## config.mk

```make
export PLATFORM = sky130hd
export DESIGN_NAME = servo_status_packet_checker_top_flat
export DESIGN_NICKNAME = d
export VERILOG_FILES = /design/src/hdl/sspc_pkg.sv /design/src/hdl/sspc_if.sv /design/src/hdl/sspc_front.sv /design/src/hdl/sspc_queue.sv /design/src/hdl/sspc_back.sv /design/src/hdl/servo_status_packet_checker_top.sv /design/src/flat_wrapper.sv
export SDC_FILE = /design/constraint.sdc
export NUM_CORES = 1
export LEC_CHECK = 0
export BUFFER_PORTS_ARGS = -buffer_cell sky130_fd_sc_hd__buf_4
export CORE_MARGIN = 3
export CORE_UTILIZATION = 50
export DETAILED_ROUTE_END_ITERATION = 8
export GPL_TIMING_DRIVEN = 0
export PLACE_DENSITY_LB_ADDON = 0.3
export SYNTH_ARGS = -nofsm -noshare
export SYNTH_HDL_FRONTEND = slang
export SYNTH_SLANG_ARGS = --single-unit
```

## constraint.sdc

```tcl
create_clock -name clk -period 4 [get_ports clk]
set_input_delay 0 -clock clk [delete_from_list [all_inputs] [get_ports clk]]
set_output_delay 0 -clock clk [all_outputs]
set_load 0.05 [all_outputs]
```

## src/hdl/sspc_pkg.sv

```systemverilog
package sspc_pkg;

  localparam logic [7:0] HDR_BYTE    = 8'hFF;
  localparam logic [7:0] BAD_ID      = 8'hFF;
  localparam logic [7:0] FILL_BYTE   = 8'hFF;
  localparam logic [8:0] LEN_EXTRA   = 9'd3;
  localparam logic [9:0] PKT_EXTRA   = 10'd4;
  localparam logic [8:0] POS_ID      = 9'd2;
  localparam logic [8:0] POS_LEN     = 9'd3;
  localparam logic [8:0] POS_STATUS  = 9'd4;

  localparam logic [2:0] ERR_OK       = 3'd0;
  localparam logic [2:0] ERR_HEADER   = 3'd1;
  localparam logic [2:0] ERR_ID_MISM  = 3'd2;
  localparam logic [2:0] ERR_ID_BCAST = 3'd3;
  localparam logic [2:0] ERR_ZERO_LEN = 3'd4;
  localparam logic [2:0] ERR_TOO_LONG = 3'd5;
  localparam logic [2:0] ERR_CHECKSUM = 3'd6;

  localparam logic REG_EXPECTED_ID = 1'b0;
  localparam logic REG_CAPACITY    = 1'b1;

  localparam logic [9:0] CAPACITY_RESET = 10'd64;

  localparam int Q_DEPTH = 4;
  localparam int Q_AW    = $clog2(Q_DEPTH);

  typedef struct packed {
    logic [2:0] code;
    logic [7:0] id;
    logic [7:0] status;
    logic [8:0] len;
  } verdict_t;

  typedef struct packed {
    logic [7:0] expected_id;
    logic [9:0] capacity;
  } cfg_t;

  typedef struct packed {
    logic full;
    logic empty;
  } q_stat_t;

endpackage

```

## src/hdl/sspc_if.sv

```systemverilog
interface sspc_in_if;
  logic       valid;
  logic       ready;
  logic [7:0] rx_byte;
  logic       start_req;

  modport source (output valid, output rx_byte, output start_req, input ready);
  modport sink   (input valid, input rx_byte, input start_req, output ready);
endinterface

interface sspc_out_if;
  logic       valid;
  logic       ready;
  logic [2:0] error_code;
  logic [7:0] reply_id;
  logic [7:0] status_byte;
  logic [8:0] readable_length;

  modport source (output valid, output error_code, output reply_id, output status_byte,
                  output readable_length, input ready);
  modport sink   (input valid, input error_code, input reply_id, input status_byte,
                  input readable_length, output ready);
endinterface

```

## src/hdl/sspc_front.sv

```systemverilog
module sspc_front (
  input  logic              clk,
  input  logic              rst_n,
  input  sspc_pkg::cfg_t    cfg,
  input  sspc_pkg::q_stat_t q_stat,
  output logic              push,
  output sspc_pkg::verdict_t verdict,
  sspc_in_if.sink           in_chan
);
  import sspc_pkg::*;

  logic [8:0] pos_r, pos_nxt, pos_e;
  logic [7:0] sum_r, sum_nxt, sum_e;
  logic [7:0] len_r, len_nxt, len_e;
  logic [7:0] id_r, id_nxt, id_e;
  logic [7:0] stat_r, stat_nxt, stat_e;
  logic       fin_r, fin_nxt, fin_e;
  logic       accept;
  logic       emit;
  logic [2:0] code;
  logic [7:0] b;

  assign in_chan.ready = !q_stat.full;
  assign accept = in_chan.valid && in_chan.ready;
  assign b = in_chan.rx_byte;

  always_comb begin
    if (in_chan.start_req) begin
      pos_e  = '0;
      sum_e  = '0;
      len_e  = '0;
      id_e   = '0;
      stat_e = '0;
      fin_e  = 1'b0;
    end else begin
      pos_e  = pos_r;
      sum_e  = sum_r;
      len_e  = len_r;
      id_e   = id_r;
      stat_e = stat_r;
      fin_e  = fin_r;
    end
  end

  always_comb begin
    pos_nxt  = pos_e;
    sum_nxt  = sum_e;
    len_nxt  = len_e;
    id_nxt   = id_e;
    stat_nxt = stat_e;
    fin_nxt  = fin_e;
    emit     = 1'b0;
    code     = ERR_OK;
    if (!fin_e) begin
      if (pos_e < POS_ID) begin
        if (b != HDR_BYTE) begin
          emit = 1'b1;
          code = ERR_HEADER;
        end
      end else if (pos_e == POS_ID) begin
        id_nxt = b;
        if (b != cfg.expected_id) begin
          emit = 1'b1;
          code = ERR_ID_MISM;
        end else if (b == BAD_ID) begin
          emit = 1'b1;
          code = ERR_ID_BCAST;
        end else begin
          sum_nxt = sum_e + b;
        end
      end else if (pos_e == POS_LEN) begin
        len_nxt = b;
        if (b == 8'd0) begin
          emit = 1'b1;
          code = ERR_ZERO_LEN;
        end else if (({2'b00, b} + PKT_EXTRA) > cfg.capacity) begin
          emit = 1'b1;
          code = ERR_TOO_LONG;
        end else begin
          sum_nxt = sum_e + b;
        end
      end else begin
        if (pos_e == POS_STATUS) begin
          stat_nxt = b;
        end
        if (pos_e == ({1'b0, len_e} + LEN_EXTRA)) begin
          emit = 1'b1;
          code = ((~sum_e) == b) ? ERR_OK : ERR_CHECKSUM;
        end else begin
          sum_nxt = sum_e + b;
        end
      end
      if (emit) begin
        fin_nxt = 1'b1;
      end else begin
        pos_nxt = pos_e + 9'd1;
      end
    end
  end

  assign push           = accept && emit;
  assign verdict.code   = code;
  assign verdict.id     = id_nxt;
  assign verdict.status = stat_nxt;
  assign verdict.len    = {1'b0, len_nxt} + LEN_EXTRA;

  always_ff @(posedge clk) begin
    if (!rst_n) begin
      pos_r  <= '0;
      sum_r  <= '0;
      len_r  <= '0;
      id_r   <= '0;
      stat_r <= '0;
      fin_r  <= 1'b1;
    end else if (accept) begin
      pos_r  <= pos_nxt;
      sum_r  <= sum_nxt;
      len_r  <= len_nxt;
      id_r   <= id_nxt;
      stat_r <= stat_nxt;
      fin_r  <= fin_nxt;
    end
  end

endmodule

```

## src/hdl/sspc_queue.sv

```systemverilog
module sspc_queue (
  input  logic               clk,
  input  logic               rst_n,
  input  logic               push,
  input  sspc_pkg::verdict_t wr_data,
  input  logic               pop,
  output sspc_pkg::verdict_t rd_data,
  output sspc_pkg::q_stat_t  q_stat
);
  import sspc_pkg::*;

  verdict_t        mem [Q_DEPTH];
  logic [Q_AW-1:0] wr_ptr_r, wr_ptr_nxt;
  logic [Q_AW-1:0] rd_ptr_r, rd_ptr_nxt;
  logic [Q_AW:0]   cnt_r, cnt_nxt;
  logic            do_push;
  logic            do_pop;

  assign q_stat.full  = (cnt_r == (Q_AW+1)'(Q_DEPTH));
  assign q_stat.empty = (cnt_r == '0);
  assign do_push = push && !q_stat.full;
  assign do_pop  = pop && !q_stat.empty;
  assign rd_data = mem[rd_ptr_r];

  always_comb begin
    wr_ptr_nxt = do_push ? wr_ptr_r + Q_AW'(1) : wr_ptr_r;
    rd_ptr_nxt = do_pop ? rd_ptr_r + Q_AW'(1) : rd_ptr_r;
    cnt_nxt    = cnt_r + (Q_AW+1)'(do_push) - (Q_AW+1)'(do_pop);
  end

  always_ff @(posedge clk) begin
    if (do_push) begin
      mem[wr_ptr_r] <= wr_data;
    end
  end

  always_ff @(posedge clk) begin
    if (!rst_n) begin
      wr_ptr_r <= '0;
      rd_ptr_r <= '0;
      cnt_r    <= '0;
    end else begin
      wr_ptr_r <= wr_ptr_nxt;
      rd_ptr_r <= rd_ptr_nxt;
      cnt_r    <= cnt_nxt;
    end
  end

endmodule

```

## src/hdl/sspc_back.sv

```systemverilog
module sspc_back (
  input  logic               clk,
  input  logic               rst_n,
  input  sspc_pkg::q_stat_t  q_stat,
  input  sspc_pkg::verdict_t rd_data,
  output logic               pop,
  sspc_out_if.source         out_chan
);
  import sspc_pkg::*;

  logic       valid_r, valid_nxt;
  logic [2:0] code_r;
  logic [7:0] id_r;
  logic [7:0] stat_r;
  logic [8:0] len_r;
  logic       ok;

  assign pop = !q_stat.empty && (!valid_r || out_chan.ready);
  assign ok  = (rd_data.code == ERR_OK);

  always_comb begin
    valid_nxt = valid_r;
    if (pop) begin
      valid_nxt = 1'b1;
    end else if (out_chan.ready) begin
      valid_nxt = 1'b0;
    end
  end

  always_ff @(posedge clk) begin
    if (!rst_n) begin
      valid_r <= 1'b0;
    end else begin
      valid_r <= valid_nxt;
    end
  end

  always_ff @(posedge clk) begin
    if (pop) begin
      code_r <= rd_data.code;
      id_r   <= ok ? rd_data.id : FILL_BYTE;
      stat_r <= ok ? rd_data.status : FILL_BYTE;
      len_r  <= ok ? rd_data.len : 9'd0;
    end
  end

  assign out_chan.valid           = valid_r;
  assign out_chan.error_code      = code_r;
  assign out_chan.reply_id        = id_r;
  assign out_chan.status_byte     = stat_r;
  assign out_chan.readable_length = len_r;

endmodule

```

## src/hdl/servo_status_packet_checker_top.sv

```systemverilog
// Channel   Direction  Payload
// in_chan   sink       rx_byte[7:0], start_req
// out_chan  source     error_code[2:0], reply_id[7:0], status_byte[7:0], readable_length[8:0]
// cfg_*     APB slave  0x0 expected_id[7:0], 0x4 buffer_capacity[9:0]
//
// One byte per cycle if ready; a verdict reaches out_chan via the queue and output register.
// Parser state advances once per accepted byte; the four-entry verdict queue sets the slack.
// rst_n is synchronous: parser waits for start_req, queue and output register empty.
// in_chan.ready drops only while the verdict queue is full under an output stall.
module servo_status_packet_checker_top (
  input  logic        clk,
  input  logic        rst_n,
  sspc_in_if.sink     in_chan,
  sspc_out_if.source  out_chan,
  input  logic        cfg_psel,
  input  logic        cfg_penable,
  input  logic        cfg_pwrite,
  input  logic [2:0]  cfg_paddr,
  input  logic [31:0] cfg_pwdata,
  output logic [31:0] cfg_prdata,
  output logic        cfg_pready
);
  import sspc_pkg::*;

  cfg_t     cfg_r;
  q_stat_t  q_stat;
  verdict_t wr_data;
  verdict_t rd_data;
  logic     push;
  logic     pop;
  logic     cfg_wr;

  assign cfg_pready = 1'b1;
  assign cfg_wr     = cfg_psel && cfg_penable && cfg_pwrite && cfg_pready;

  always_ff @(posedge clk) begin
    if (!rst_n) begin
      cfg_r.expected_id <= 8'd0;
      cfg_r.capacity    <= CAPACITY_RESET;
    end else if (cfg_wr) begin
      case (cfg_paddr[2])
        REG_EXPECTED_ID: cfg_r.expected_id <= cfg_pwdata[7:0];
        REG_CAPACITY:    cfg_r.capacity    <= cfg_pwdata[9:0];
        default: ;
      endcase
    end
  end

  always_comb begin
    case (cfg_paddr[2])
      REG_EXPECTED_ID: cfg_prdata = {24'd0, cfg_r.expected_id};
      REG_CAPACITY:    cfg_prdata = {22'd0, cfg_r.capacity};
      default:         cfg_prdata = 32'd0;
    endcase
  end

  sspc_front u_front (
    .clk     (clk),
    .rst_n   (rst_n),
    .cfg     (cfg_r),
    .q_stat  (q_stat),
    .push    (push),
    .verdict (wr_data),
    .in_chan (in_chan)
  );

  sspc_queue u_queue (
    .clk     (clk),
    .rst_n   (rst_n),
    .push    (push),
    .wr_data (wr_data),
    .pop     (pop),
    .rd_data (rd_data),
    .q_stat  (q_stat)
  );

  sspc_back u_back (
    .clk      (clk),
    .rst_n    (rst_n),
    .q_stat   (q_stat),
    .rd_data  (rd_data),
    .pop      (pop),
    .out_chan (out_chan)
  );

endmodule

```

## src/flat_wrapper.sv

```systemverilog
// flat-port wrapper written by rule: the top's interface ports become plain ports
module servo_status_packet_checker_top_flat import sspc_pkg::*;
  (clk, rst_n, cfg_psel, cfg_penable, cfg_pwrite, cfg_paddr, cfg_pwdata, cfg_prdata, cfg_pready, in_chan_valid, in_chan_rx_byte, in_chan_start_req, in_chan_ready, out_chan_valid, out_chan_error_code, out_chan_reply_id, out_chan_status_byte, out_chan_readable_length, out_chan_ready);
  sspc_in_if in_chan_i ();
  sspc_out_if out_chan_i ();
  input  logic clk;
  input  logic rst_n;
  input  logic cfg_psel;
  input  logic cfg_penable;
  input  logic cfg_pwrite;
  input  logic [2:0] cfg_paddr;
  input  logic [31:0] cfg_pwdata;
  output logic [31:0] cfg_prdata;
  output logic cfg_pready;
  input wire logic [$bits(in_chan_i.valid)-1:0] in_chan_valid;
  input wire logic [$bits(in_chan_i.rx_byte)-1:0] in_chan_rx_byte;
  input wire logic [$bits(in_chan_i.start_req)-1:0] in_chan_start_req;
  output wire logic [$bits(in_chan_i.ready)-1:0] in_chan_ready;
  output wire logic [$bits(out_chan_i.valid)-1:0] out_chan_valid;
  output wire logic [$bits(out_chan_i.error_code)-1:0] out_chan_error_code;
  output wire logic [$bits(out_chan_i.reply_id)-1:0] out_chan_reply_id;
  output wire logic [$bits(out_chan_i.status_byte)-1:0] out_chan_status_byte;
  output wire logic [$bits(out_chan_i.readable_length)-1:0] out_chan_readable_length;
  input wire logic [$bits(out_chan_i.ready)-1:0] out_chan_ready;
  assign in_chan_i.valid = in_chan_valid;
  assign in_chan_i.rx_byte = in_chan_rx_byte;
  assign in_chan_i.start_req = in_chan_start_req;
  assign in_chan_ready = in_chan_i.ready;
  assign out_chan_valid = out_chan_i.valid;
  assign out_chan_error_code = out_chan_i.error_code;
  assign out_chan_reply_id = out_chan_i.reply_id;
  assign out_chan_status_byte = out_chan_i.status_byte;
  assign out_chan_readable_length = out_chan_i.readable_length;
  assign out_chan_i.ready = out_chan_ready;
  servo_status_packet_checker_top u_core (.clk(clk), .rst_n(rst_n), .in_chan(in_chan_i), .out_chan(out_chan_i), .cfg_psel(cfg_psel), .cfg_penable(cfg_penable), .cfg_pwrite(cfg_pwrite), .cfg_paddr(cfg_paddr), .cfg_pwdata(cfg_pwdata), .cfg_prdata(cfg_prdata), .cfg_pready(cfg_pready));
endmodule
```

Yosys cells after proc, flatten, opt, wreduce, memory -nomap -nowiden
Memories as Yosys holds them, arrays and structs flattened. A register that Yosys moved wholly into a read port is not among the register bits.
Cells that the tools add are included.
- add/sub/neg operators: 9
- order comparisons: 2
- equality and inequality tests: 9
- multiplexer cells: 60
- bitwise operators: 2
- reductions and logical operators: 17
- operators with widths (kind ; number):
    8-bit 2-to-1 mux ; 25
    32-bit one-hot mux with 2 select lines ; 1
    9-bit 2-to-1 mux ; 3
    3-bit 2-to-1 mux ; 8
    1-bit 2-to-1 mux ; 19
    8-bit by 2-bit adder with 9-bit output (second input constant) ; 2
    9-bit by 2-bit equality test with 1-bit output (second input constant) ; 2
    9-bit by 10-bit greater-than comparator with 1-bit output ; 1
    8-bit by 3-bit adder with 9-bit output (second input constant) ; 1
    9-bit by 1-bit adder with 9-bit output (second input constant) ; 1
    9-bit by 3-bit equality test with 1-bit output (second input constant) ; 1
    9-bit equality test ; 1
    9-bit by 2-bit < comparator with 1-bit output (second input constant) ; 1
    8-bit adder ; 1
    8-bit equality test ; 1
    8-bit equality test (second input constant) ; 1
    8-bit logical NOT ; 1
    2-bit 2-to-1 mux ; 4
    8-bit != test ; 1
    8-bit != test (second input constant) ; 1
    8-bit inverter ; 1
    1-bit logical AND ; 7
    3-bit logical NOT ; 2
    2-bit by 1-bit adder with 2-bit output (second input constant) ; 2
    other kinds (8) ; 11
- flip-flop bits (word level): 96
- bits in writable memories: 112
- input bits: 51
- output and inout bits: 63
- word-level logic and storage cells: 116
- memories: 1
- memories (memory ; depth ; bits a word ; rd ports ; clocked after memory_dff ; wr ports ; line ; RTL):
    u_core.u_queue.mem ; 4 ; 28 ; 1 ; 1 ; 1 ; sspc_queue.sv:12 ; verdict_t mem [Q_DEPTH];

Depth between registers and ports, before layout
- depth after elaboration: 13
- mapped depth: 20
- mapped depth without buffers: 17

By module
A second synthesis with hierarchy kept.
- cell total of the unflattened synthesis: 856
- area total of the unflattened synthesis: 10354.9 µm²
- by module, submodules not included (module ; instances ; cells each ; area each (µm²) ; seq. area each (µm²)):
    sspc_queue ; 1 ; 196 ; 4571.9 ; 3543.4
    sspc_front ; 1 ; 492 ; 3716.1 ; 840.8
    sspc_back ; 1 ; 60 ; 1063.5 ; 860.8
    servo_status_packet_checker_top ; 1 ; 108 ; 1003.5 ; 360.3

Worst setup path before layout
Ideal clock, no wire load.
- path kind: input -> register
- from: in in_chan_start_req
- to: reg u_core.u_queue.cnt_r[2]
- setup time: 128 ps
- data arrival time: 3507 ps
- data required time: 3872 ps
- setup slack: 365 ps
- stages on the path: 19
- buffers on the path: 2
- path through: buf_2 inv_1 buf_2 nand2_1 ha_1 nand3b_1 nor3_1 xor2_1 a2111oi_4 and2_1 o221ai_2 nor3_1 inv_1 ha_1 inv_1 ha_1 fa_1 xnor2_1 nor2_1
- longest elaborated chain between the ends: 13
- elaborated cells between the ends (all ways): 18
- classes of those cells: add/sub: 3; order compare: 1; eq/ne: 3; mux: 9; reduce/logical: 2
- RTL lines (item ; line ; RTL):
    from (decl) ; flat_wrapper.sv:17 ; input wire logic [$bits(in_chan_i.start_req)-1:0] in_chan_start_req;
    8-bit 2-to-1 mux ; sspc_front.sv:28 ; if (in_chan.start_req) begin
    8-bit by 2-bit adder with 9-bit output ; sspc_front.sv:86 ; if (pos_e == ({1'b0, len_e} + LEN_EXTRA)) begin
    9-bit equality test ; sspc_front.sv:86 ;
    1-bit 2-to-1 mux ; sspc_front.sv:86 ;
    1-bit 2-to-1 mux ; sspc_front.sv:71 ; end else if (pos_e == POS_LEN) begin
    1-bit 2-to-1 mux ; sspc_front.sv:60 ; end else if (pos_e == POS_ID) begin
    1-bit 2-to-1 mux ; sspc_front.sv:55 ; if (pos_e < POS_ID) begin
    1-bit 2-to-1 mux ; sspc_front.sv:54 ; if (!fin_e) begin
    1-bit 2-to-1 mux * ; sspc_front.sv:54 ;
    1-bit logical AND * ; sspc_front.sv:101 ; assign push = accept && emit;
    1-bit logical AND * ; sspc_queue.sv:21 ; assign do_push = push && !q_stat.full;
    3-bit by 1-bit adder with 3-bit output * ; sspc_queue.sv:28 ; cnt_nxt = cnt_r + (Q_AW+1)'(do_push) - (Q_AW+1)'(do_pop);
    3-bit by 1-bit subtractor with 3-bit output * ; sspc_queue.sv:28 ;
    to (signal assigned) ; sspc_queue.sv:45 ; cnt_r <= cnt_nxt;
    to (decl) ; sspc_queue.sv:15 ; logic [Q_AW:0] cnt_r, cnt_nxt;
Every way passes the cells marked *; elsewhere a longest branch is shown, timed or not. The select of a mux whose other input is x is not followed.
A chain may end at the register's enable or synchronous reset.

Worst setup path after layout
- from: in in_chan_rx_byte[5]
- to: reg u_core.u_queue.cnt_r[2]
- longest elaborated chain between the ends: 13
- elaborated cells between the ends (all ways): 20
- classes of those cells: add/sub: 3; order compare: 1; eq/ne: 3; mux: 10; reduce/logical: 3
- RTL lines (item ; line ; RTL):
    from (decl) ; flat_wrapper.sv:16 ; input wire logic [$bits(in_chan_i.rx_byte)-1:0] in_chan_rx_byte;
    8-bit by 3-bit adder with 9-bit output ; sspc_front.sv:76 ; end else if (({2'b00, b} + PKT_EXTRA) > cfg.capacity) begin
    9-bit by 10-bit greater-than comparator with 1-bit output ; sspc_front.sv:76 ;
    1-bit 2-to-1 mux ; sspc_front.sv:76 ;
    1-bit 2-to-1 mux ; sspc_front.sv:73 ; if (b == 8'd0) begin
    1-bit 2-to-1 mux ; sspc_front.sv:71 ;
    1-bit 2-to-1 mux ; sspc_front.sv:60 ;
    1-bit 2-to-1 mux * ; sspc_front.sv:55 ;
    1-bit 2-to-1 mux * (2 in a row) ; sspc_front.sv:54 ;
    1-bit logical AND * ; sspc_front.sv:101 ;
    1-bit logical AND * ; sspc_queue.sv:21 ;
    3-bit by 1-bit adder with 3-bit output * ; sspc_queue.sv:28 ;
    3-bit by 1-bit subtractor with 3-bit output * ; sspc_queue.sv:28 ;
Marks and branches as above.

==> impl.org <==
** Worst setup path
- Critical Path RT :: 4.38 ns
- For the worst setup path, the data arrival time is 4.21 ns.
- Crit path max fanout :: 11
- Type of origin of the critical path :: input port
- Cell with the largest stage delay on the worst path :: sky130_fd_sc_hd__dlygate4sd3_1
- By instance count, the cell type seen most on the critical path is sky130_fd_sc_hd__ha_1.
- In this design, the stage delay of the slowest critical-path cell is roughly 0.55 ns.
- The critical path goes through dlygate4sd3_1, buf_6, and3_1, nand3_1, xnor2_1, ha_1, a211oi_1, or3_1, a21o_1, o21ai_4, o221ai_4, nor3_4, inv_1, ha_1, inv_1, ha_1, fa_1, xnor2_1, nor2_1.
- Critical path endpoint category :: flip-flop
- Class of the most critical setup path :: input port to flip-flop

** Synth
- Synthesis produced 883 cells.
- Part of the Yosys area used for sequential elements :: 55.1%
- The synthesized netlist occupies a cell area of 0.0102 sq mm.
- Predominant post-synthesis flop cell :: sky130_fd_sc_hd__edfxtp_1
- Unique cell type count in the Yosys netlist :: 74
- Yosys mapped a number of flops with a built-in enable equal to 140.
- Average cell area after synthesis :: 11.5 sq um
- For this run, asynchronously set or reset flops after synthesis account for 0%.
- Counting flops and latches in the post-synthesis netlist gives 210.
- Synthesis warning total :: 0

** Pwr
- Sw Ratio :: 31.5%
- In this run the static leakage power is 4.50 nW.
- IR analysis of the VDD net gives a maximum drop of between 0.0003 and 0.0004 V.
- Total power for the finished layout comes to between 6 and 7 mW.
- Of the total power, combinational logic draws about a quarter.
- Internal Pwr Total :: 4.33 mW
- In this run, the clock network consumes 32.6% of the power.
- In this run, flip-flops and latches consume about two fifths of the power.
- Power spread over the standard cell area amounts to 521 mW/mm^2.
- For this design the total switching power over the nets is around 2 mW.

** Run
- Across the run, the number of max-cap violations was 0.

** Route
- Using the TritonRoute via totals, the vias-per-cell ratio works out to 5.52.
- The detailed router finished its first iteration with 851 violations.
- Pre-antenna DRT Iters :: 7
- The routed layout has 7183 vias.
- Once detail routing completed, the nets flagged for antenna violations numbered 0.
- Dividing the detail-routed wire length by the instance count gives 18.0 um.
- Post-detailed-routing wire length :: 23400 um
- For this run, design rule violations remaining after detail routing come to 0.

** Timing
- Setup repair after global routing left no endpoint under its margin.
- Count of final max-slew check failures :: 0
- Across the routed clock network, the largest skew measured is 0.0122 ns.
- Max Fclk :: around 260 MHz
- Hold is met by 0.0415 ns.
- In the final timing run, aggregate negative setup slack is 0 ns.
- Setup violations remaining at the end of the flow were counted as 0.
- Setup slack closes at 0.170 ns.
- Number of hold-slack violations in the final timing report :: 0
- In the finished design, the share of the clock period the worst path needs comes to approximately 96%.
- The worst path in the final design needs a cycle of 3.83 ns, including I/O delays and setup.
- Relative max-transition margin :: 29.9%
- At the pin with the least slew margin, the transition time is 1.04 ns.

** Layout
- Layout cells sized above 1 :: 20.0%
- Filler cells :: 1541
- Post-layout nets :: 1101
- Area growth from synthesis to layout :: 19.4%
- 0 antenna diodes ended up in the layout.

** Clock network
- H-tree depth :: 1
- Maximum clock path buffer count :: 3
- Clk pin slew, worst setup/hold paths :: ~0.060 ns
- TritonCTS buffer count :: 24
- In this run the clock root is driven by a sky130_fd_sc_hd__clkbuf_16.
- At the later pin of the worst-skew pair, clock insertion delay measures 0.52 ns.
- The clock drives 210 sinks.
- CTS tree :: built

** Global route
- The via count of the first global-routing pass is 7069.
- Remaining Overflow, GRT :: 0
- First-pass GRT wire length :: 37100 um
- The initial antenna violation count is 0.
- Maximum number of pins on one net before global-route repair :: 29
- Across every metal layer, demand over resource in global routing totals 21.1%.

** Place
- Port buffering added 65 buffers.
- Final estimated routing congestion in global placement :: about 0.95
- Detailed placement finished with a half-perimeter wire length of 15700 um.
- Setup WS pre-CTS :: -0.707 ns

** Min path
- The tightest min-delay check is of the input port to flip-flop type.

** Floorplanning
- Total I/O pin count :: 114
- Effective utilization at floorplan :: just over 50%
- Cell Rows :: 51
- Core Area :: 0.0197 sq mm
- Die width :: 149 um
- Die Ht :: 149 um
- The die covers about 0.022 sq mm.

** Outcome
- Result of the run :: complete, no violations
-- state kept, by name (all words and copies together) (netlist names), 2 cells and up, named ones only --
name / flops
u_core.u_front.sum_r: 8
u_core.u_back.out_chan.status_byte: 8
u_core.u_front.len_r: 8
u_core.u_front.stat_r: 8
u_core.u_back.out_chan.readable_length: 9
u_core.u_queue.rd_ptr_r: 2
u_core.u_back.out_chan.error_code: 3
u_core.u_front.pos_r: 9
u_core.cfg_r: 18
u_core.u_queue.mem: 112
u_core.u_back.out_chan.reply_id: 8
u_core.u_queue.wr_ptr_r: 2
u_core.u_queue.cnt_r: 3
u_core.u_front.id_r: 8
-- Yosys cell counts (3+ instances only) --
cell type	n	area, sq um
sky130_fd_sc_hd__mux2_2	8	90.1
sky130_fd_sc_hd__nand4_1	11	68.8
sky130_fd_sc_hd__buf_1	9	33.8
sky130_fd_sc_hd__nor2b_1	12	75.1
sky130_fd_sc_hd__o31ai_1	4	30.0
sky130_fd_sc_hd__clkbuf_1	24	90.1
sky130_fd_sc_hd__nor3b_1	3	22.5
sky130_fd_sc_hd__o2111ai_1	3	26.3
sky130_fd_sc_hd__mux2i_1	9	90.1
sky130_fd_sc_hd__a21oi_1	32	160
sky130_fd_sc_hd__a22oi_1	14	105
sky130_fd_sc_hd__nand2b_1	18	113
sky130_fd_sc_hd__xnor2_1	29	254
sky130_fd_sc_hd__and3_1	7	43.8
sky130_fd_sc_hd__nand3_1	12	60.1
sky130_fd_sc_hd__a21o_1	5	37.5
sky130_fd_sc_hd__and2_1	18	113
sky130_fd_sc_hd__o21ai_0	26	130
sky130_fd_sc_hd__edfxtp_1	140	4200
sky130_fd_sc_hd__ha_1	29	363
sky130_fd_sc_hd__inv_1	39	146
sky130_fd_sc_hd__o22ai_1	4	25.0
sky130_fd_sc_hd__dfxtp_1	70	1400
sky130_fd_sc_hd__nor2_1	65	244
sky130_fd_sc_hd__buf_4	24	180
sky130_fd_sc_hd__mux4_2	28	631
sky130_fd_sc_hd__a22o_1	3	26.3
sky130_fd_sc_hd__a211oi_1	4	30.0
sky130_fd_sc_hd__nand2_1	125	469
sky130_fd_sc_hd__o211ai_1	7	52.6
sky130_fd_sc_hd__a211o_1	4	35.0
sky130_fd_sc_hd__nor3_1	18	90.1
sky130_fd_sc_hd__xor2_1	10	87.6
sky130_fd_sc_hd__or3_1	3	18.8
sky130_fd_sc_hd__buf_2	7	35.0
sky130_fd_sc_hd__a31oi_1	6	37.5
-- cell usage in the layout, fill, tap and decap left out, drive strengths merged, types with 28 or more instances in the layout --
cell	netlist	final
edfxtp	140	140
nand2	125	125
buf	41	110
dfxtp	70	70
nor2	65	65
clkbuf	24	48
inv	41	43
a21oi	34	34
xnor2	29	29
ha	29	29
o21ai	29	29
mux4	28	28
-- power by group through the flow --
| stage | Sequential (mW) | Clock, mW | Combinational [mW] |
|---|---|---|---|
| 2_1_floorplan | 3.06 | 0 | 0.780 |
| 3_3_place_gp | 2.70 | 0 | 1.55 |
| 3_5_place_dp | 2.69 | 0 | 1.61 |
| 4_1_cts | 2.64 | 2.09 | 1.64 |
| 5_1_grt | 2.66 | 2.19 | 1.75 |
| 6_report | 2.64 | 2.06 | 1.62 |
-- through the flow --
stage | cells | utilization, % | cell area [sq um]
after global routing | 1302 | 61.6 | 12200
final | 1302 | 61.6 | 12200
after floorplan | 904 | - | 10300
after detailed placement | 1235 | 56.4 | 11100
after CTS | 1300 | 61.3 | 12100
after global placement | 1234 | 56.2 | 11100
-- cell families (layout without fill, tap and decap cells) --
group                    Yosys count  in the layout  share of synthesized area (%)
XOR/XNOR                          39             39                           3.36
multiplexers                      47             47                           8.26
buffers and inverters            106            239                           4.95
AO/OA/AOI/OAI                    138            138                           9.51
other                              2             23                         0.0738
AND/OR/NAND/NOR                  310            310                           14.8
flip-flops                       210            210                           55.1
adder cells (fa/ha/maj)           31             31                           3.96
-- cell type report --
type	count	area, sq um	area share (%)
Tap cell	265	332	2.73
Multi-Input combinational cell	588	4210	34.6
Inverter	41	154	1.27
Sequential cell	210	5610	46.1
Clock inverter	19	150	1.24
Clock buffer	25	604	4.97
Buffer	62	337	2.77
Timing Repair Buffer	92	759	6.25
-- metal layers --
metal	global-route usage, %	up-vias	part of all wire (%)
met4	7.07	0	3.1
met5	0	-	0
li1	-	3421	-
met3	3.78	58	7.7
met2	35.4	314	48
met1	27.8	3390	41
-- worst max-delay path, delay by kind of cell --
kind                       cells  cell delay [ns]
AOI/OAI and AO/OA              4             0.71
adders and majority gates      4             1.18
xor gates and xnor gates       2             0.38
buffers and inverters          4             0.84
and+or+nand+nor                5             1.09
-- what timing repair did --
item,in CTS,in global routing
pin swaps,2,5
hold endpoints to repair,25,2
buffers inserted,1,4
resized for setup,2,10
hold buffers,20,1
endpoints found under the setup margin,2,118
-- worst paths after layout --
kind / start / end / slack [ns] / cells past startpoint
setup / recovery: in_chan_rx_byte[5] / u_core.u_queue.cnt_r[2] / 0.17 / 19
hold / removal: in_chan_valid / u_core.u_front.pos_r[4] / 0.04 / 5
hold reg to reg: u_core.cfg_r[8] / u_core.cfg_r[8] / 0.45 / 2
setup reg to reg: u_core.u_front.pos_r[1] / u_core.u_queue.mem[2][25] / 0.20 / 12
No activity file was read; power rests on OpenSTA's default activity.
